## src/sv/iem_pkg.sv

```systemverilog
// Shared types and constants for the ICMP echo reply matcher.
// No dependencies; every other file imports this package.
`timescale 1ns / 1ps
`default_nettype none

package iem_pkg;

   localparam int DEFAULT_MAX_FRAME_BYTES = 2048;

   localparam logic [15:0] ETHERTYPE_IPV4  = 16'h0800;
   localparam logic [7:0]  PROTO_ICMP      = 8'd1;
   localparam logic [7:0]  TYPE_ECHO_REPLY = 8'd0;
   localparam int          MAC_BYTES       = 6;

   localparam int          MAC_FIRST      = 6;
   localparam int          ETHERTYPE_POS  = 12;
   localparam int          IP_START       = 14;
   localparam int          PROTO_POS      = 23;
   localparam logic [3:0]  MIN_IHL        = 4'd5;

   localparam int MAC_WIDTH = 8 * MAC_BYTES;

   // progress of the two identifier bytes
   typedef enum logic [1:0] {
      ID_NONE = 2'd0,
      ID_HIGH = 2'd1,
      ID_BOTH = 2'd2
   } iem_id_type;

   typedef struct packed {
      logic                 matched;
      logic [MAC_WIDTH-1:0] mac;
   } iem_result_type;

endpackage

`default_nettype wire

```

## src/sv/iem_channels.sv

```systemverilog
// Valid/ready channel interfaces: frame bytes in, match results out, CSR writes.
// Depends on iem_pkg.
`timescale 1ns / 1ps
`default_nettype none

interface iem_req_if import iem_pkg::*; ();
   logic       valid;
   logic       ready;
   logic [7:0] frame_byte;
   logic       frame_end;

   modport source (output valid, output frame_byte, output frame_end, input ready);
   modport sink   (input valid, input frame_byte, input frame_end, output ready);
endinterface

interface iem_rsp_if import iem_pkg::*; ();
   logic                 valid;
   logic                 ready;
   logic                 reply_matched;
   logic [MAC_WIDTH-1:0] sender_mac;

   modport source (output valid, output reply_matched, output sender_mac, input ready);
   modport sink   (input valid, input reply_matched, input sender_mac, output ready);
endinterface

interface iem_csr_if import iem_pkg::*; ();
   logic        valid;
   logic        ready;
   logic [15:0] echo_identifier;

   modport source (output valid, output echo_identifier, input ready);
   modport sink   (input valid, input echo_identifier, output ready);
endinterface

`default_nettype wire

```

## src/sv/iem_frame_parser.sv

```systemverilog
// Per-frame state: byte counter, source MAC capture and header checks.
// Depends on iem_pkg. Produces the verdict on the last word of a frame.
`timescale 1ns / 1ps
`default_nettype none

module iem_frame_parser import iem_pkg::*; #(
   parameter int MAX_FRAME_BYTES = DEFAULT_MAX_FRAME_BYTES
) (
   input  wire logic           clock,
   input  wire logic           reset,
   input  wire logic           in_valid,
   input  wire logic [7:0]     frame_byte,
   input  wire logic           frame_end,
   input  wire logic [15:0]    echo_identifier,
   output iem_result_type      result
);

   localparam int PW = $clog2(MAX_FRAME_BYTES);
   // compare width: the ICMP offsets reach 79, so at least 8 bits
   localparam int CW = (PW > 8) ? PW : 8;
   localparam logic [PW-1:0] POS_LAST = PW'(MAX_FRAME_BYTES - 1);

   logic [PW-1:0]        pos_ff, pos_in;
   logic [MAC_WIDTH-1:0] mac_ff, mac_in;
   logic                 eth_hi_ff, eth_hi_in;
   logic                 eth_ok_ff, eth_ok_in;
   logic [3:0]           hw_ff, hw_in;
   logic                 proto_ff, proto_in;
   logic                 type_ff, type_in;
   iem_id_type           id_ff, id_in;

   logic [CW-1:0] posx;
   logic [CW-1:0] icmp_pos;
   logic          hdr_ok;

   assign posx     = CW'(pos_ff);
   assign icmp_pos = CW'(IP_START) + CW'({hw_ff, 2'b00});
   assign hdr_ok   = (hw_ff >= MIN_IHL);

   always_comb begin
      pos_in    = pos_ff;
      mac_in    = mac_ff;
      eth_hi_in = eth_hi_ff;
      eth_ok_in = eth_ok_ff;
      hw_in     = hw_ff;
      proto_in  = proto_ff;
      type_in   = type_ff;
      id_in     = id_ff;
      result    = '0;

      if (in_valid && (pos_ff != POS_LAST)) begin
         pos_in = pos_ff + PW'(1);
         if (posx >= CW'(MAC_FIRST) && posx < CW'(MAC_FIRST + MAC_BYTES)) begin
            mac_in = {mac_ff[MAC_WIDTH-9:0], frame_byte};
         end
         if (posx == CW'(ETHERTYPE_POS)) begin
            eth_hi_in = (frame_byte == ETHERTYPE_IPV4[15:8]);
         end
         if (posx == CW'(ETHERTYPE_POS + 1)) begin
            eth_ok_in = eth_hi_ff && (frame_byte == ETHERTYPE_IPV4[7:0]);
         end
         if (posx == CW'(IP_START)) begin
            hw_in = frame_byte[3:0];
         end
         if (posx == CW'(PROTO_POS)) begin
            proto_in = (frame_byte == PROTO_ICMP);
         end
         if (hdr_ok) begin
            if (posx == icmp_pos) begin
               type_in = (frame_byte == TYPE_ECHO_REPLY);
            end
            if (posx == icmp_pos + CW'(4)) begin
               id_in = (frame_byte == echo_identifier[15:8]) ? ID_HIGH : ID_NONE;
            end
            if (posx == icmp_pos + CW'(5)) begin
               id_in = (id_ff == ID_HIGH && frame_byte == echo_identifier[7:0])
                       ? ID_BOTH : ID_NONE;
            end
         end
      end

      if (in_valid && frame_end) begin
         result.matched = eth_ok_in && proto_in && (hw_in >= MIN_IHL) && type_in &&
                          (id_in == ID_BOTH);
         result.mac     = result.matched ? mac_in : '0;
         pos_in    = '0;
         mac_in    = '0;
         eth_hi_in = 1'b0;
         eth_ok_in = 1'b0;
         hw_in     = '0;
         proto_in  = 1'b0;
         type_in   = 1'b0;
         id_in     = ID_NONE;
      end
   end

   always_ff @(posedge clock) begin
      if (reset) begin
         pos_ff    <= '0;
         mac_ff    <= '0;
         eth_hi_ff <= 1'b0;
         eth_ok_ff <= 1'b0;
         hw_ff     <= '0;
         proto_ff  <= 1'b0;
         type_ff   <= 1'b0;
         id_ff     <= ID_NONE;
      end else begin
         pos_ff    <= pos_in;
         mac_ff    <= mac_in;
         eth_hi_ff <= eth_hi_in;
         eth_ok_ff <= eth_ok_in;
         hw_ff     <= hw_in;
         proto_ff  <= proto_in;
         type_ff   <= type_in;
         id_ff     <= id_in;
      end
   end

endmodule

`default_nettype wire

```

## src/sv/icmp_echo_reply_matcher_core.sv

```systemverilog
// ICMP echo reply matcher, top level.
// Frame words (one byte each) enter on req_bus with an end-of-frame mark.
// For every word carrying frame_end one result word leaves on rsp_bus:
// reply_matched and the sender MAC (zero unless matched).
// Checks: ethertype IPv4, protocol ICMP, ICMP type echo reply at the offset
// given by the IHL, identifier equal to the CSR value.
// csr_bus writes the 16-bit expected identifier; always ready, write only
// while no frame is in progress.
// Throughput: one byte per clock. Latency: the result is registered and is
// valid the cycle after the last byte is accepted.
// The frame state is updated straight from the accepted byte; the result
// register is the only stage. req_bus.ready drops only while a result is
// held and rsp_bus.ready is low; then the next byte waits.
// Bytes from position MAX_FRAME_BYTES - 1 on are neither counted nor examined.
// Reset (synchronous) clears frame state and the result valid flag and sets
// the identifier to zero; the result data register is not reset.
// Depends on iem_pkg, iem_channels and iem_frame_parser.
`timescale 1ns / 1ps
`default_nettype none

module icmp_echo_reply_matcher_core import iem_pkg::*; #(
   parameter int MAX_FRAME_BYTES = DEFAULT_MAX_FRAME_BYTES
) (
   input  wire logic clock,
   input  wire logic reset,
   iem_req_if.sink   req_bus,
   iem_rsp_if.source rsp_bus,
   iem_csr_if.sink   csr_bus
);

   logic [15:0]    ident_ff;
   logic           rsp_valid_ff, rsp_valid_in;
   iem_result_type rsp_ff;
   iem_result_type verdict;
   logic           accept;

   assign req_bus.ready = !rsp_valid_ff || rsp_bus.ready;
   assign accept        = req_bus.valid && req_bus.ready;
   assign csr_bus.ready = 1'b1;

   iem_frame_parser #(
      .MAX_FRAME_BYTES(MAX_FRAME_BYTES)
   ) u_parser (
      .clock           (clock),
      .reset           (reset),
      .in_valid        (accept),
      .frame_byte      (req_bus.frame_byte),
      .frame_end       (req_bus.frame_end),
      .echo_identifier (ident_ff),
      .result          (verdict)
   );

   always_comb begin
      if (accept && req_bus.frame_end) begin
         rsp_valid_in = 1'b1;
      end else if (rsp_bus.ready) begin
         rsp_valid_in = 1'b0;
      end else begin
         rsp_valid_in = rsp_valid_ff;
      end
   end

   always_ff @(posedge clock) begin
      if (reset) begin
         rsp_valid_ff <= 1'b0;
         ident_ff     <= '0;
      end else begin
         rsp_valid_ff <= rsp_valid_in;
         if (csr_bus.valid) begin
            ident_ff <= csr_bus.echo_identifier;
         end
      end
   end

   always_ff @(posedge clock) begin
      if (accept && req_bus.frame_end) begin
         rsp_ff <= verdict;
      end
   end

   assign rsp_bus.valid         = rsp_valid_ff;
   assign rsp_bus.reply_matched = rsp_ff.matched;
   assign rsp_bus.sender_mac    = rsp_ff.mac;

endmodule

`default_nettype wire

```

## src/flat_wrapper.sv

```systemverilog
// flat-port wrapper written by rule: the top's interface ports become plain ports
module icmp_echo_reply_matcher_core_flat import iem_pkg::*;
#(
   parameter int MAX_FRAME_BYTES = DEFAULT_MAX_FRAME_BYTES
)
  (clock, reset, req_bus_valid, req_bus_frame_byte, req_bus_frame_end, req_bus_ready, rsp_bus_valid, rsp_bus_reply_matched, rsp_bus_sender_mac, rsp_bus_ready, csr_bus_valid, csr_bus_echo_identifier, csr_bus_ready);
  iem_req_if req_bus_i ();
  iem_rsp_if rsp_bus_i ();
  iem_csr_if csr_bus_i ();
  input  wire logic clock;
  input  wire logic reset;
  input wire logic [$bits(req_bus_i.valid)-1:0] req_bus_valid;
  input wire logic [$bits(req_bus_i.frame_byte)-1:0] req_bus_frame_byte;
  input wire logic [$bits(req_bus_i.frame_end)-1:0] req_bus_frame_end;
  output wire logic [$bits(req_bus_i.ready)-1:0] req_bus_ready;
  output wire logic [$bits(rsp_bus_i.valid)-1:0] rsp_bus_valid;
  output wire logic [$bits(rsp_bus_i.reply_matched)-1:0] rsp_bus_reply_matched;
  output wire logic [$bits(rsp_bus_i.sender_mac)-1:0] rsp_bus_sender_mac;
  input wire logic [$bits(rsp_bus_i.ready)-1:0] rsp_bus_ready;
  input wire logic [$bits(csr_bus_i.valid)-1:0] csr_bus_valid;
  input wire logic [$bits(csr_bus_i.echo_identifier)-1:0] csr_bus_echo_identifier;
  output wire logic [$bits(csr_bus_i.ready)-1:0] csr_bus_ready;
  assign req_bus_i.valid = req_bus_valid;
  assign req_bus_i.frame_byte = req_bus_frame_byte;
  assign req_bus_i.frame_end = req_bus_frame_end;
  assign req_bus_ready = req_bus_i.ready;
  assign rsp_bus_valid = rsp_bus_i.valid;
  assign rsp_bus_reply_matched = rsp_bus_i.reply_matched;
  assign rsp_bus_sender_mac = rsp_bus_i.sender_mac;
  assign rsp_bus_i.ready = rsp_bus_ready;
  assign csr_bus_i.valid = csr_bus_valid;
  assign csr_bus_i.echo_identifier = csr_bus_echo_identifier;
  assign csr_bus_ready = csr_bus_i.ready;
  icmp_echo_reply_matcher_core #(.MAX_FRAME_BYTES(MAX_FRAME_BYTES)) u_core (.clock(clock), .reset(reset), .req_bus(req_bus_i), .rsp_bus(rsp_bus_i), .csr_bus(csr_bus_i));
endmodule
```

## config.mk

```make
export PLATFORM = sky130hd
export DESIGN_NAME = icmp_echo_reply_matcher_core_flat
export DESIGN_NICKNAME = d
export VERILOG_FILES = /design/src/sv/iem_pkg.sv /design/src/sv/iem_channels.sv /design/src/sv/iem_frame_parser.sv /design/src/sv/icmp_echo_reply_matcher_core.sv /design/src/flat_wrapper.sv
export SDC_FILE = /design/constraint.sdc
export NUM_CORES = 1
export LEC_CHECK = 0
export ABC_AREA = 1
export ABC_CLOCK_PERIOD_IN_PS = 4300
export BUFFER_PORTS_ARGS = -buffer_cell sky130_fd_sc_hd__clkbuf_2
export CAP_MARGIN = 10
export CORE_MARGIN = 2
export CORE_UTILIZATION = 55
export DETAILED_ROUTE_END_ITERATION = 16
export HOLD_SLACK_MARGIN = 0.15
export PLACE_DENSITY = 0.74
export RECOVER_POWER = 50
export SYNTH_ARGS = -nofsm -noshare
export SYNTH_HDL_FRONTEND = slang
export SYNTH_SLANG_ARGS = --single-unit
```

## constraint.sdc

```tcl
create_clock -name clock -period 4.3 [get_ports clock]
set_clock_uncertainty 0.15 [all_clocks]
set_input_delay 0.86 -clock clock [delete_from_list [all_inputs] [get_ports clock]]
set_output_delay 0.86 -clock clock [all_outputs]
set_load 0.005 [all_outputs]
```

# Yosys cells after proc, flatten, opt, wreduce, memory -nomap -nowiden
# Cells that the tools add are included.
[word_totals]
register_bits = 135
latch_bits = 0
ramBits = 0
romBits = 0
in_bits = 30
output_inout_bits = 52
word_cells = 69
memories = 0
[classes]
addsub = 4
mul = 0
div = 0
order_cmp = 4
n_eq_ne = 14
shift = 0
muxes = 19
bitwise = 0
reduce_logical = 16
[ops]
columns = ["cell", "count"]
rows = [
  ["$mux W48", 2],
  ["$eq A11 B11 Y1", 3],
  ["$eq A11 B4 Y1 const B", 3],
  ["$add A11 B3 Y11 const B", 2],
  ["$eq A8 B8 Y1", 2],
  ["$add A11 B1 Y11 const B", 1],
  ["$eq A11 B5 Y1 const B", 1],
  ["$ge A11 B3 Y1 const B", 1],
  ["$lt A11 B4 Y1 const B", 1],
  ["$ne A11 B11 Y1 const B", 1],
  ["$logic_and A1 B1 Y1", 10],
  ["$mux W1", 10],
  ["$mux W2", 5],
  ["$eq A8 B1 Y1 const B", 1],
  ["$eq A8 B4 Y1 const B", 1],
  ["$ge A4 B3 Y1 const B", 2],
  ["$logic_not A8 Y1", 1],
  ["$mux W4", 2],
  ["$add A4 B6 Y7 const A", 1],
  ["$eq A2 B1 Y1 const B", 1],
  ["$eq A2 B2 Y1 const B", 1],
  ["$reduce_and A2 Y1", 1],
  ["$reduce_bool A2 Y1", 1],
  ["$reduce_or A2 Y1", 1],
  ["other kinds (2)", 2],
]

# Depth between registers and ports, before layout
# Gate-level depths: netlist of the first run.
[logic_depth]
word_depth = 9
depth_mapped = 19
mapped_depth_nobuf = 17

# By module
# Synthesis of the first run repeated with hierarchy kept, for this count alone.
[hier_totals]
cells_unflattened = 697
area_unflattened_um2 = 5731.7
[by_module_without_submodules]
columns = ["module", "n_inst", "cells_each", "area_each_um2", "seq_area_each_um2"]
rows = [
  ["iem_frame_parser", 1, 566, 3632.2, 1381.3],
  ["icmp_echo_reply_matcher_core", 1, 131, 2099.5, 1811.7],
]

# Least setup slack after synthesis of the first run
# No wires, ideal clock.
[synth_path]
path_kind = "input port to flip-flop"
start = "input port rsp_bus_ready"
end = "register u_core.rsp_ff, in the netlist u_core.rsp_bus.reply_matched, enable pin"
setup_ns = 0.456
t_arrival_ns = 3.213
slack_ns = 0.481
stages = 4
path_cell_list = "inv_2 > nand2_1 > nand2_1 > nor2_1"
[synth_via]
elab_chain_len = 3
[synth_lines]
columns = ["item", "line_no", "text"]
rows = [
  ["from (decl)", "flat_wrapper.sv:19", "input wire logic [$bits(rsp_bus_i.ready)-1:0] rsp_bus_ready;"],
  ["$logic_or A1 B1 Y1", "icmp_echo_reply_matcher_core.sv:37", "assign req_bus.ready = !rsp_valid_ff || rsp_bus.ready;"],
  ["net req_bus_ready", "flat_wrapper.sv:15", "output wire logic [$bits(req_bus_i.ready)-1:0] req_bus_ready;"],
  ["$logic_and A1 B1 Y1", "icmp_echo_reply_matcher_core.sv:38", "assign accept = req_bus.valid && req_bus.ready;"],
  ["$logic_and A1 B1 Y1", "icmp_echo_reply_matcher_core.sv:76", "if (accept && req_bus.frame_end) begin"],
  ["to (signal assigned)", "icmp_echo_reply_matcher_core.sv:77", "rsp_ff <= verdict;"],
  ["to (decl)", "icmp_echo_reply_matcher_core.sv:33", "iem_result_type rsp_ff;"],
]
# The timed path passes the listed nets, and every way through them passes these cells.
# A chain may end at the register's enable or synchronous reset.

# Worst setup path in the final report of the first run
[layout_path]
start = "input port rsp_bus_ready"
end = "register u_core.rsp_ff, in the netlist u_core.rsp_bus.reply_matched, enable pin"
[layout_via]
elab_chain_len = 3
[layout_lines]
columns = ["item", "line_no"]
rows = [
  ["$logic_or A1 B1 Y1", "icmp_echo_reply_matcher_core.sv:37"],
  ["$logic_and A1 B1 Y1", "icmp_echo_reply_matcher_core.sv:38"],
  ["$logic_and A1 B1 Y1", "icmp_echo_reply_matcher_core.sv:76"],
]
# No other way between the ends.

==> metrics.log, run 1 <==
INFO  metric path_type_of_the_worst_min_delay_path = reg2reg
INFO  metric topRoutingLayerUsed = met4
INFO  metric die_width = 106.5 microns
INFO  metric yosysWarningCount = 0
INFO  metric synth.net_count = between 700 and 800
INFO  metric final-setup-viol-count = 0
INFO  metric grt_pass1_wl = 19.60 mm
INFO  metric grt_overflow_total = 0
INFO  metric synth-seq-area-share = 0.5529
INFO  metric cts_tree = yes
INFO  metric synthCells = 691
INFO  metric drt_pass1_iterations = 6
INFO  metric synthesis.area_per_instance = between 8 and 9 sq um
INFO  metric drt_drc_violations_left = 0
INFO  metric postRouteWirelength = roughly 12 mm
INFO  metric hold_slack = around 0.32 ns
INFO  metric clock_tree_root = sky130_fd_sc_hd__clkbuf_8
INFO  metric hold_viol = 0
INFO  metric worst_pin_slew = 1.550 ns
INFO  metric powerDensity = 442.4 nW/um^2
INFO  metric gpl.final_weighted_congestion = 0.8665
INFO  metric ir_drop = 273.1 uV
INFO  metric post-place-cells = 878
INFO  metric worst-endpoint-required = 4.28 ns
INFO  metric core-area = between 10,000 and 15,000 sq um
INFO  metric cts-htree-levels = 4
INFO  metric post_route_cells_drive_above_1_share = 0.1563
INFO  metric dpl.hpwl = 7.936 mm
INFO  metric clk-insertion-delay-late = 0.52 ns
INFO  metric ordered_cell_list_for_the_critical_path = clkbuf_2 -> inv_1 -> nand2_1 -> nand2_1 -> nor2_1 -> clkbuf_1
INFO  metric synth_largest_area_cell = sky130_fd_sc_hd__dfxtp_1
INFO  metric max-clock-path-buffers = 2
INFO  metric dieArea = 11,340 sq um
INFO  metric path_delay_family = simple AND/OR/NAND/NOR gates
INFO  metric clock_sinks = about 140
INFO  metric period_needed = 3.405 ns
INFO  metric grt_max_degree = 93
INFO  metric rsz0062_at_grt = false
INFO  metric p_leak = 2.752 nW
INFO  metric synth_top_area_share = 0.2981
INFO  metric number_of_fill_cells = 875
INFO  metric met3WireLength = 655 microns
INFO  metric drt.antenna.violating_nets = 0
INFO  metric setup.worst_path.start_class = input pin
INFO  metric clkSlewWorstSetupHoldPaths = roughly 0.060 ns
INFO  metric per_cell_via_count_in_the_routed_design = 5.142
INFO  metric path_common_cell = sky130_fd_sc_hd__nand2_1
INFO  metric cts_buffers = 17
INFO  metric drtIter0Drc = 345
INFO  metric timing.critical_path.buf_inv = 3
INFO  metric port_buffers = 80
INFO  metric grt_pass1_vias = 4,302
INFO  metric diodes = 0
INFO  metric floorplan.die.height = 106.5 microns
INFO  metric max_cap_viol_count = 1
INFO  metric relSlewSlack = -0.03683
INFO  metric final-instance-count-excl-fill = around 900
INFO  metric achievable-frequency = a little under 300 MHz
INFO  metric synth_cell_types = 37
INFO  metric setup.worst_path.class = in2reg
INFO  metric cp_slowest_stage_delay = 1.19 ns
INFO  metric crit_arrival = 3.39 ns
INFO  metric num_io_pins = 82
INFO  metric endpoint_kind = flip-flop
INFO  metric worstPathMaxFanout = 23
INFO  metric post-route-period-util = 0.7919
INFO  metric placed_area = 6235 sq um
INFO  metric globalRouteTotalUtil = 0.2197
INFO  metric postCtsSetupRepairBufs = 0
INFO  metric floorplan.rows = 37
INFO  metric layout.nets = 796
INFO  metric number_of_antenna_violations_at_the_first_check_in_global_routing = 0
INFO  metric ys_seq_elements = 135
INFO  metric drt-met1-wl = 5.231 mm
INFO  metric wl_per_cell = around 13 microns
INFO  metric violations = max-capacitance violations, max-slew violations
INFO  metric drv_slew = 18
INFO  metric post_cts_resize_count = 0
INFO  metric top_post_synthesis_cells_by_area = sky130_fd_sc_hd__dfxtp_1 30%, sky130_fd_sc_hd__edfxtp_1 25%, sky130_fd_sc_hd__nor2_1 12%
INFO  metric final.setup.tns = 0 ns
INFO  metric synth.cell_area = 5776 sq um
INFO  metric detailroute.wirelength.met2 = 5.858 mm
INFO  metric via_count = 4,679
INFO  metric p_total = 3.020 mW
INFO  metric status = complete, but fails checks
INFO  metric layout-area-overhead-vs-synth = 18.20%
INFO  metric design_area = 6827 sq um
INFO  metric cts_hold_buffers = 0
INFO  metric cpMaxStageDelayCell = sky130_fd_sc_hd__nor2_1
INFO  metric starting_density_of_the_core = 0.5620
==> worst register-to-register path, delay by kind of cell (launching register included) <==
family / cells / cell delay (ns)
and+or+nand+nor: 3 / 1.49
buffers and inverters: 1 / 0.95
DFF: 1 / 0.31
==> report_power, final <==
part           switching, mW  internal (mW)
Combinational         0.0781         0.0441
Sequential            0.0155           1.36
Clock                  0.548          0.978
==> cell usage after synthesis <==
cell type	instances
sky130_fd_sc_hd__a21oi_1	33
sky130_fd_sc_hd__nand4_1	8
sky130_fd_sc_hd__ha_1	5
sky130_fd_sc_hd__dfxtp_1	86
sky130_fd_sc_hd__nor2_1	182
sky130_fd_sc_hd__nor4_1	1
sky130_fd_sc_hd__buf_2	15
sky130_fd_sc_hd__o21ai_0	42
sky130_fd_sc_hd__edfxtp_1	49
sky130_fd_sc_hd__buf_6	3
sky130_fd_sc_hd__buf_4	3
sky130_fd_sc_hd__o22ai_1	1
sky130_fd_sc_hd__clkinv_1	1
sky130_fd_sc_hd__o31ai_1	1
sky130_fd_sc_hd__xnor2_1	8
sky130_fd_sc_hd__nor3_4	1
sky130_fd_sc_hd__nor3b_1	5
sky130_fd_sc_hd__o21a_1	3
sky130_fd_sc_hd__nor2_2	13
sky130_fd_sc_hd__inv_1	56
sky130_fd_sc_hd__conb_1	1
sky130_fd_sc_hd__nor2_4	1
sky130_fd_sc_hd__a211oi_1	2
sky130_fd_sc_hd__a31oi_1	1
sky130_fd_sc_hd__nand3_1	23
sky130_fd_sc_hd__nor3_1	12
sky130_fd_sc_hd__buf_1	1
sky130_fd_sc_hd__mux2i_1	4
sky130_fd_sc_hd__xor2_1	6
sky130_fd_sc_hd__nand3_2	3
sky130_fd_sc_hd__clkbuf_1	12
sky130_fd_sc_hd__a21oi_4	1
sky130_fd_sc_hd__o21ai_1	2
sky130_fd_sc_hd__inv_2	8
sky130_fd_sc_hd__nand2_1	94
sky130_fd_sc_hd__nand2_2	3
sky130_fd_sc_hd__nand3b_1	1
==> sequential cells by signal, summed over array words and instances (netlist names), 2 cells and up <==
register / cells
u_core.u_parser.pos_ff: 11
u_core.u_parser.mac_ff: 48
u_core.u_parser.id_ff: 2
u_core.rsp_bus.sender_mac: 48
u_core.ident_ff: 16
u_core.u_parser.hw_ff: 4
==> path summary, 6_finish.rpt <==
check / startpoint / end / slack (ns) / cells past startpoint
worst min register to register: u_core.u_parser.type_ff / u_core.u_parser.type_ff / 0.32 / 2
worst max register to register: u_core.rsp_bus.valid / u_core.rsp_bus.reply_matched / 1.01 / 4
worst min-delay path: u_core.u_parser.type_ff / u_core.u_parser.type_ff / 0.32 / 2
worst max-delay path: rsp_bus_ready / u_core.rsp_bus.reply_matched / 0.89 / 6
==> through the flow <==
stage,utilization,setup slack [ns]
2_1_floorplan,-,0.4810
3_3_place_gp,0.6066,1.095
3_5_place_dp,0.6066,0.9623
4_1_cts,0.6687,1.433
5_1_grt,0.6642,0.6285
6_report,0.6642,0.8948
==> logic make-up after synthesis <==
kind of cell,count (synthesis),synth area share
AND/OR/NAND/NOR,347,0.2546
flip-flops,135,0.5529
buffers and inverters,99,0.07344
AO/OA/AOI/OAI,86,0.07951
XOR/XNOR,14,0.02123
adder cells (fa/ha/maj),5,0.01083
multiplexers,4,0.006933
other,1,0.0006493
==> metal layers <==
layer	up-vias	GRT usage
li1	2367	-
met1	2143	0.2794
met2	148	0.3617
met3	21	0.06376
met4	0	0.07143
met5	-	0
==> cells in the final DEF (no fill, tap or decap), drive strengths merged <==
master,Yosys,final
ha,5,5
nor3,13,13
o31ai,1,1
conb,1,1
a31oi,1,1
edfxtp,49,49
a21oi,34,34
mux2i,4,4
xnor2,8,8
nor3b,5,5
nor4,1,1
o21a,3,3
clkinvlp,0,2
nor2,196,196
nand3b,1,1
nand3,26,26
o22ai,1,1
clkinv,1,3
o21ai,44,44
nand2,97,97
dfxtp,86,86
xor2,6,6
inv,64,68
a211oi,2,2
buf,22,2
clkbuf,12,104
bufinv,0,3
nand4,8,8
==> cell type report <==
cell class / count / area (sq um) / area share
Clock inverter: 11 / 156.4 / 0.02291
Tap cell: 136 / 170.2 / 0.02493
Clock buffer: 21 / 481.7 / 0.07056
Timing Repair Buffer: 85 / 411.6 / 0.06030
Inverter: 65 / 244.0 / 0.03574
Sequential cell: 135 / 3193 / 0.4677
Multi-Input combinational cell: 457 / 2170 / 0.3178
Note: power is estimated with default switching activity, not from simulation.
==> inputs of run 2 (changes only) <==
--- a/config.mk
+++ b/config.mk
@@ -6,7 +6,7 @@
 export NUM_CORES = 1
 export LEC_CHECK = 0
 export ABC_AREA = 1
-export ABC_CLOCK_PERIOD_IN_PS = 4300
+export ABC_CLOCK_PERIOD_IN_PS = 3350
 export BUFFER_PORTS_ARGS = -buffer_cell sky130_fd_sc_hd__clkbuf_2
 export CAP_MARGIN = 10
 export CORE_MARGIN = 2
==> constraint.sdc (replaced) <==
create_clock -name clock -period 3.35 [get_ports clock]
set_clock_uncertainty 0.15 [all_clocks]
set_input_delay 0.67 -clock clock [delete_from_list [all_inputs] [get_ports clock]]
set_output_delay 0.67 -clock clock [all_outputs]
set_load 0.005 [all_outputs]
==> metrics.log, run 2 (synthesized netlist as in run 1, its figures left out) <==
INFO  metric die_width = 106.5 microns
INFO  metric clkSlewWorstSetupHoldPaths = ~0.060 ns
INFO  metric period_needed = 2.661 ns
INFO  metric layout.nets = 795
INFO  metric drtIter0Drc = roughly 300
INFO  metric hold_viol = 0
INFO  metric gpl.final_weighted_congestion = 0.8907
INFO  metric cts_tree = yes
INFO  metric p_leak = approximately 2.7 nW
INFO  metric final-setup-viol-count = 0
INFO  metric postLayoutCoreUtil = 0.6600
INFO  metric setup.worst_path.class = reg2reg
INFO  metric final-instance-count-excl-fill = slightly above 900
INFO  metric cts-htree-levels = 4
INFO  metric wl_per_cell = 13.42 microns
INFO  metric relSlewSlack = 0.04264
INFO  metric design_area = 6783 sq um
INFO  metric p_total = around 3.7 mW
INFO  metric drt.antenna.violating_nets = 0
INFO  metric mostFrequentLayoutCells = 181 x sky130_fd_sc_hd__nor2_1, 94 x sky130_fd_sc_hd__nand2_1, 86 x sky130_fd_sc_hd__dfxtp_1
INFO  metric worst_pin_slew = 1.436 ns
INFO  metric path_type_of_the_worst_min_delay_path = in2reg
INFO  metric drv_slew = 0
INFO  metric postCtsSetupRepairBufs = 0
INFO  metric hold_slack = 0.2158 ns
INFO  metric clock_sinks = 135
INFO  metric globalRouteTotalUtil = 0.2272
INFO  metric placed_area = 6240 sq um
INFO  metric crit_arrival = 2.77 ns
INFO  metric core-area = 10,280 sq um
INFO  metric floorplan.die.height = between 100 and 150 microns
INFO  metric worst-endpoint-required = about 3.5 ns
INFO  metric floorplan.rows = 37
INFO  metric status = completed
INFO  metric final.setup.tns = 0 ns
INFO  metric grt_max_degree = 93
INFO  metric post-route-period-util = 0.7944
INFO  metric max-clock-path-buffers = 2
INFO  metric post_route_cells_drive_above_1_share = 0.1604
INFO  metric layout-area-overhead-vs-synth = 17.44%
INFO  metric ir_drop = 269.9 uV
INFO  metric endpoint_kind = flip-flop
INFO  metric powerDensity = between 500 and 600 nW/um^2
INFO  metric achievable-frequency = 375.8 MHz
INFO  metric port_buffers = 80
INFO  metric drt_pass1_iterations = 5
INFO  metric clock_tree_root = sky130_fd_sc_hd__clkbuf_8
INFO  metric dieArea = between 10,000 and 15,000 sq um
INFO  metric rsz0062_at_grt = false
INFO  metric via_count = 4,637
INFO  metric drt_drc_violations_left = 0
INFO  metric postRouteWirelength = 12.20 mm
INFO  metric grt_pass1_wl = between 20 and 25 mm
INFO  metric dpl_worst_slack = 0.4205 ns
INFO  metric clk-insertion-delay-late = 0.52 ns
INFO  metric cts_hold_buffers = 0
INFO  metric grt_overflow_total = 0
INFO  metric mostFrequentLayoutCell = sky130_fd_sc_hd__nor2_1
INFO  metric num_io_pins = 82
INFO  metric cts_buffers = 17
INFO  metric per_cell_via_count_in_the_routed_design = 5.101
INFO  metric diodes = 0
INFO  metric number_of_antenna_violations_at_the_first_check_in_global_routing = 0
INFO  metric dpl.hpwl = 7.949 mm
INFO  metric grt_pass1_vias = 4,423
INFO  metric post_cts_resize_count = 0
INFO  metric starting_density_of_the_core = 0.5620
INFO  metric setup.worst_path.start_class = flip-flop
INFO  metric post-place-cells = between 800 and 900
INFO  metric max_cap_viol_count = 0
INFO  metric worstPathMaxFanout = 49
INFO  metric fin_ws = about 0.7 ns
[run 2: critical path, cell delays in order, from the launching register on]
cell,delay [ns]
sky130_fd_sc_hd__dfxtp_1,0.39
sky130_fd_sc_hd__inv_2,0.10
sky130_fd_sc_hd__ha_1,0.25
sky130_fd_sc_hd__inv_1,0.07
sky130_fd_sc_hd__nand2_1,0.09
sky130_fd_sc_hd__nand3_1,0.13
sky130_fd_sc_hd__nand2_1,0.07
sky130_fd_sc_hd__nor2_1,0.15
sky130_fd_sc_hd__nand2_1,0.09
sky130_fd_sc_hd__nor2_1,0.15
sky130_fd_sc_hd__nand3_1,0.12
sky130_fd_sc_hd__nand2_1,0.08
sky130_fd_sc_hd__nand3_1,0.10
sky130_fd_sc_hd__nand3_2,0.12
sky130_fd_sc_hd__buf_12,0.24
sky130_fd_sc_hd__nor2_1,0.09
[run 2: area by class of cell]
type                            instances  area (sq um)
Fill cell                             886          3495
Sequential cell                       135          3193
Multi-Input combinational cell        457          2177
Clock buffer                           19         431.7
Timing Repair Buffer                   84         422.9
Inverter                               65         244.0
Tap cell                              136         170.2
Clock inverter                         13         143.9
[run 2: routing by layer]
metal / routed length, microns / vias to the layer above / part of all wire / global-route usage
li1: - / 2351 / - / -
met4: 121 / 0 / 0.0099 / 0.07978
met3: 576 / 11 / 0.047 / 0.05947
met2: 5994 / 128 / 0.49 / 0.3805
met5: 0 / - / 0 / 0
met1: 5503 / 2147 / 0.45 / 0.2851
[run 2: final timing paths]
check | cells after the start | from | slack [ns] | to
worst max-delay path | 15 | u_core.u_parser.hw_ff[0] | 0.69 | u_core.rsp_bus.sender_mac[37]
worst min-delay path | 3 | csr_bus_echo_identifier[3] | 0.22 | u_core.ident_ff[3]
worst max register to register | 15 | u_core.u_parser.hw_ff[0] | 0.69 | u_core.rsp_bus.sender_mac[37]
worst min register to register | 2 | u_core.u_parser.eth_ok_ff | 0.34 | u_core.u_parser.eth_ok_ff
[run 2: where the power goes]
part           total [mW]  internal (mW)  switching [mW]
clock network        1.80           1.09           0.713
logic               0.158         0.0569           0.101
registers            1.76           1.74          0.0207
==> inputs of run 3 (changes only) <==
--- a/config.mk
+++ b/config.mk
@@ -5,15 +5,15 @@
 export SDC_FILE = /design/constraint.sdc
 export NUM_CORES = 1
 export LEC_CHECK = 0
-export ABC_AREA = 1
-export ABC_CLOCK_PERIOD_IN_PS = 3350
+export ABC_AREA = 0
+export ABC_CLOCK_PERIOD_IN_PS = 2360
 export BUFFER_PORTS_ARGS = -buffer_cell sky130_fd_sc_hd__clkbuf_2
 export CAP_MARGIN = 10
 export CORE_MARGIN = 2
-export CORE_UTILIZATION = 55
+export CORE_UTILIZATION = 52
 export DETAILED_ROUTE_END_ITERATION = 16
 export HOLD_SLACK_MARGIN = 0.15
-export PLACE_DENSITY = 0.74
+export PLACE_DENSITY = 0.73
 export RECOVER_POWER = 50
 export SYNTH_ARGS = -nofsm -noshare
 export SYNTH_HDL_FRONTEND = slang
==> constraint.sdc (replaced) <==
create_clock -name clock -period 2.36 [get_ports clock]
set_clock_uncertainty 0.15 [all_clocks]
set_input_delay 0.472 -clock clock [delete_from_list [all_inputs] [get_ports clock]]
set_output_delay 0.472 -clock clock [all_outputs]
set_load 0.005 [all_outputs]
==> metrics.log, run 3 <==
INFO  metric drt_drc_violations_left = 0
INFO  metric grt_pass1_vias = about 5,200
INFO  metric p_int = 4.078 mW
INFO  metric via_count = 5,607
INFO  metric status = complete, but fails checks
INFO  metric pwr-share-clk = 0.479
INFO  metric ir_drop = 468.7 uV
INFO  metric ys_dominant_reg_cell = sky130_fd_sc_hd__dfxtp_1
INFO  metric cpMaxStageDelayCell = sky130_fd_sc_hd__or4_4
INFO  metric drtIter0Drc = 661
INFO  metric fin_ws = -0.6076 ns
INFO  metric number_of_antenna_violations_at_the_first_check_in_global_routing = 0
INFO  metric diodes = 0
INFO  metric number_of_fill_cells = 696
INFO  metric synth.cell_area = 6256 sq um
INFO  metric cts_buffers = 17
INFO  metric worst_r2r_path_depth = 9
INFO  metric drt_pass1_iterations = 5
INFO  metric post_synth_arst_share = 0
INFO  metric clock_sinks = about 140
INFO  metric num_io_pins = 82
INFO  metric gpl.final_weighted_congestion = 0.8664
INFO  metric synth_cell_types = 43
INFO  metric multi_input_logic_area = 3223 sq um
INFO  metric floorplan.die.height = between 100 and 150 microns
INFO  metric dieArea = roughly 13,000 sq um
INFO  metric worst_pin_slew = about 1.2 ns
INFO  metric ys_seq_elements = 135
INFO  metric path_type_of_the_worst_min_delay_path = in2reg
INFO  metric layout.nets = 763
INFO  metric dpl.hpwl = 9.480 mm
INFO  metric achievable-frequency = 337.0 MHz
INFO  metric min_delay_path_depth = 3
INFO  metric r2r_end = u_core.rsp_bus.sender_mac[16]
INFO  metric worst-endpoint-required = 2.45 ns
INFO  metric timing.critical_path.buf_inv = 3
INFO  metric endpoint_kind = flip-flop
INFO  metric switching_share = 0.2365
INFO  metric p_leak = 3.226 nW
INFO  metric clk-insertion-delay-late = 0.44 ns
INFO  metric max_cap_viol_count = 0
INFO  metric power.share.sequential = 0.467
INFO  metric synthesis.area_per_instance = 10.82 sq um
INFO  metric ordered_cell_list_for_the_critical_path = or4_4 -> or4_4 -> or3_4 -> mux2i_4 -> buf_12 -> buf_16 -> buf_4 -> nand4_1 -> nor4_2
INFO  metric worst_hold_startpoint = csr_bus_echo_identifier[5]
INFO  metric switchingPower = 1.263 mW
INFO  metric min_to = u_core.ident_ff[5]
INFO  metric cp_slowest_stage_delay = 0.55 ns
INFO  metric synthCells = 578
INFO  metric path_common_cell = sky130_fd_sc_hd__or4_4
INFO  metric crit_arrival = 3.06 ns
INFO  metric clkSlewWorstSetupHoldPaths = around 0.060 ns
INFO  metric mostFrequentLayoutCells = 78 x sky130_fd_sc_hd__dfxtp_1, 58 x sky130_fd_sc_hd__nand4_1, 58 x sky130_fd_sc_hd__clkbuf_2
INFO  metric final-setup-viol-count = 105
INFO  metric synth_largest_area_cell = sky130_fd_sc_hd__dfxtp_1
INFO  metric crit-reg2reg-launch = u_core.u_parser.pos_ff[10]
INFO  metric globalRouteTotalUtil = 0.2749
INFO  metric grt_max_degree = 70
INFO  metric die_width = about 110 microns
INFO  metric per_cell_via_count_in_the_routed_design = 6.314
INFO  metric yosys-top-cells-count = 86 x sky130_fd_sc_hd__dfxtp_1, 58 x sky130_fd_sc_hd__nand4_1, 52 x sky130_fd_sc_hd__nor2b_1, 50 x sky130_fd_sc_hd__mux2_2, 49 x sky130_fd_sc_hd__edfxtp_1
INFO  metric drv_slew = 0
INFO  metric synth_top_area_share = 0.2752
INFO  metric placed_area = 7266 sq um
INFO  metric postLayoutCoreUtil = 0.7456
INFO  metric power_frac_comb = 0.054
INFO  metric layout-area-overhead-vs-synth = 41.36%
INFO  metric mostFrequentLayoutCell = sky130_fd_sc_hd__dfxtp_1
INFO  metric yosysWarningCount = 0
INFO  metric powerDensity = 604.0 nW/um^2
INFO  metric path_delay_family = simple AND/OR/NAND/NOR gates
INFO  metric relSlewSlack = 0.2117
INFO  metric post_route_cells_drive_above_1_share = 0.4143
INFO  metric cts_tree = yes
INFO  metric hold_slack = 0.1524 ns
INFO  metric drt.antenna.violating_nets = 0
INFO  metric design_area = about 8800 sq um
INFO  metric violations = negative setup slack
INFO  metric max-clock-path-buffers = 2
INFO  metric cts-htree-levels = 4
INFO  metric synth.net_count = approximately 600
INFO  metric floorplan.rows = 40
INFO  metric ff2ff_setup_slack = -0.61 ns
INFO  metric worstPathMaxFanout = 9
INFO  metric setup.worst_path.start_class = flip-flop
INFO  metric setup.worst_path.class = reg2reg
INFO  metric core-area = 11,860 sq um
INFO  metric p_total = 5.341 mW
INFO  metric top_post_synthesis_cells_by_area = sky130_fd_sc_hd__dfxtp_1 28%, sky130_fd_sc_hd__edfxtp_1 24%, sky130_fd_sc_hd__mux2_2 9.0%
INFO  metric synth_enable_flop_cells = 49
INFO  metric starting_density_of_the_core = 0.5274
INFO  metric rsz0062_at_grt = true
INFO  metric post-route-period-util = 1.257
INFO  metric hold_viol = 0
INFO  metric wl_per_cell = 22.58 microns
INFO  metric area_occupied_by_registers = 3206 sq um
INFO  metric grt_pass1_wl = 27.38 mm
INFO  metric grt_overflow_total = 0
INFO  metric port_buffers = 80
INFO  metric synth-seq-area-share = 0.5104
INFO  metric period_needed = between 2 and 3 ns
INFO  metric clock_tree_root = sky130_fd_sc_hd__clkbuf_16
INFO  metric postRouteWirelength = 20.05 mm
INFO  metric post-synth-top-count-cell = sky130_fd_sc_hd__dfxtp_1
[run 3: cell count changes after synthesis, sizes merged, moves of 29 or more]
cell / previous run / this run
nor2: 196 / 41
nand2: 97 / 9
nor4: 1 / 58
inv: 64 / 10
nor2b: 0 / 52
mux2: 0 / 50
nand4: 8 / 58
o21ai: 44 / 5
a21oi: 34 / 5
[run 3: area by class of cell]
class / count / area share
timing repair buffer: 185 / 0.1842
multi-input combinational: 379 / 0.3645
clock inverter: 14 / 0.01387
clock buffer: 18 / 0.04966
inverter: 10 / 0.004527
tap: 147 / 0.02080
sequential: 135 / 0.3625
[run 3: routing by layer]
layer  track usage  vias up  part of all wire
li1              -     2430                 -
met1        0.3383     2742              0.39
met2        0.4439      332              0.48
met3       0.07970      103             0.085
met4        0.1366        0             0.048
met5             0        -                 0
[run 3: logic make-up after synthesis]
family | count (synthesis) | synth area share
simple gates | 245 | 0.2358
flops | 135 | 0.5104
mux | 73 | 0.1308
buf+inv | 67 | 0.04660
xor+xnor | 33 | 0.04620
compound gates | 19 | 0.01960
fa+ha+maj | 5 | 0.01000
other cells | 1 | 0.0005994
[run 3: power by group through the flow]
stage	Clock, mW	Sequential (mW)	Combinational (mW)
final	2.56	2.49	0.291
after CTS	2.53	2.50	0.286
after global placement	0	2.54	0.258
after detailed placement	0	2.54	0.264
after global routing	2.66	2.50	0.313
after floorplan	0	2.55	0.119
[run 3: worst max path at each step]
| stage | start | end | slack (ns) | cells after the start |
|---|---|---|---|---|
| 6_report | u_core.u_parser.pos_ff[10] | u_core.rsp_bus.sender_mac[16] | -0.61 | 9 |
| 5_1_grt | u_core.u_parser.pos_ff[10] | u_core.rsp_bus.sender_mac[16] | -0.68 | 9 |
| 4_1_cts | u_core.u_parser.pos_ff[10] | u_core.rsp_bus.sender_mac[45] | -0.49 | 8 |
| 3_5_place_dp | req_bus_frame_byte[4] | u_core.rsp_bus.sender_mac[0] | -0.64 | 8 |
| 3_3_place_gp | req_bus_frame_byte[4] | u_core.rsp_bus.sender_mac[0] | -0.65 | 8 |
| 2_1_floorplan | u_core.u_parser.pos_ff[7] | u_core.rsp_bus.sender_mac[29] | -0.35 | 9 |
[run 3: worst reg2reg max path, cell delays in order, from the launching register on]
cell and delay (ns):
sky130_fd_sc_hd__dfxtp_2 0.32, sky130_fd_sc_hd__or4_4 0.55, sky130_fd_sc_hd__or4_4 0.45, sky130_fd_sc_hd__or3_4 0.38, sky130_fd_sc_hd__mux2i_4 0.20, sky130_fd_sc_hd__buf_12 0.16
sky130_fd_sc_hd__buf_16 0.12, sky130_fd_sc_hd__buf_4 0.10, sky130_fd_sc_hd__nand4_1 0.14, sky130_fd_sc_hd__nor4_2 0.22
[run 3: metrics by stage]
step           worst slack (ns)  TNS, ns  std cells
2_1_floorplan           -0.3493   -15.08        578
3_3_place_gp            -0.6460   -24.42        808
3_5_place_dp            -0.6418   -27.99        808
4_1_cts                 -0.4940   -22.22        871
5_1_grt                 -0.6756   -42.50        888
6_report                -0.6076   -37.17        888
[run 3: what timing repair did]
| action | in CTS | in global routing |
|---|---|---|
| gates resized for setup | 51 | 37 |
| cloned | 9 | 8 |
| setup endpoints to repair | 104 | 106 |
| hold buffers | 13 | 0 |
| endpoints found under the hold margin | 13 | 0 |
| pin swaps | 14 | 14 |
| buffers inserted | 10 | 10 |
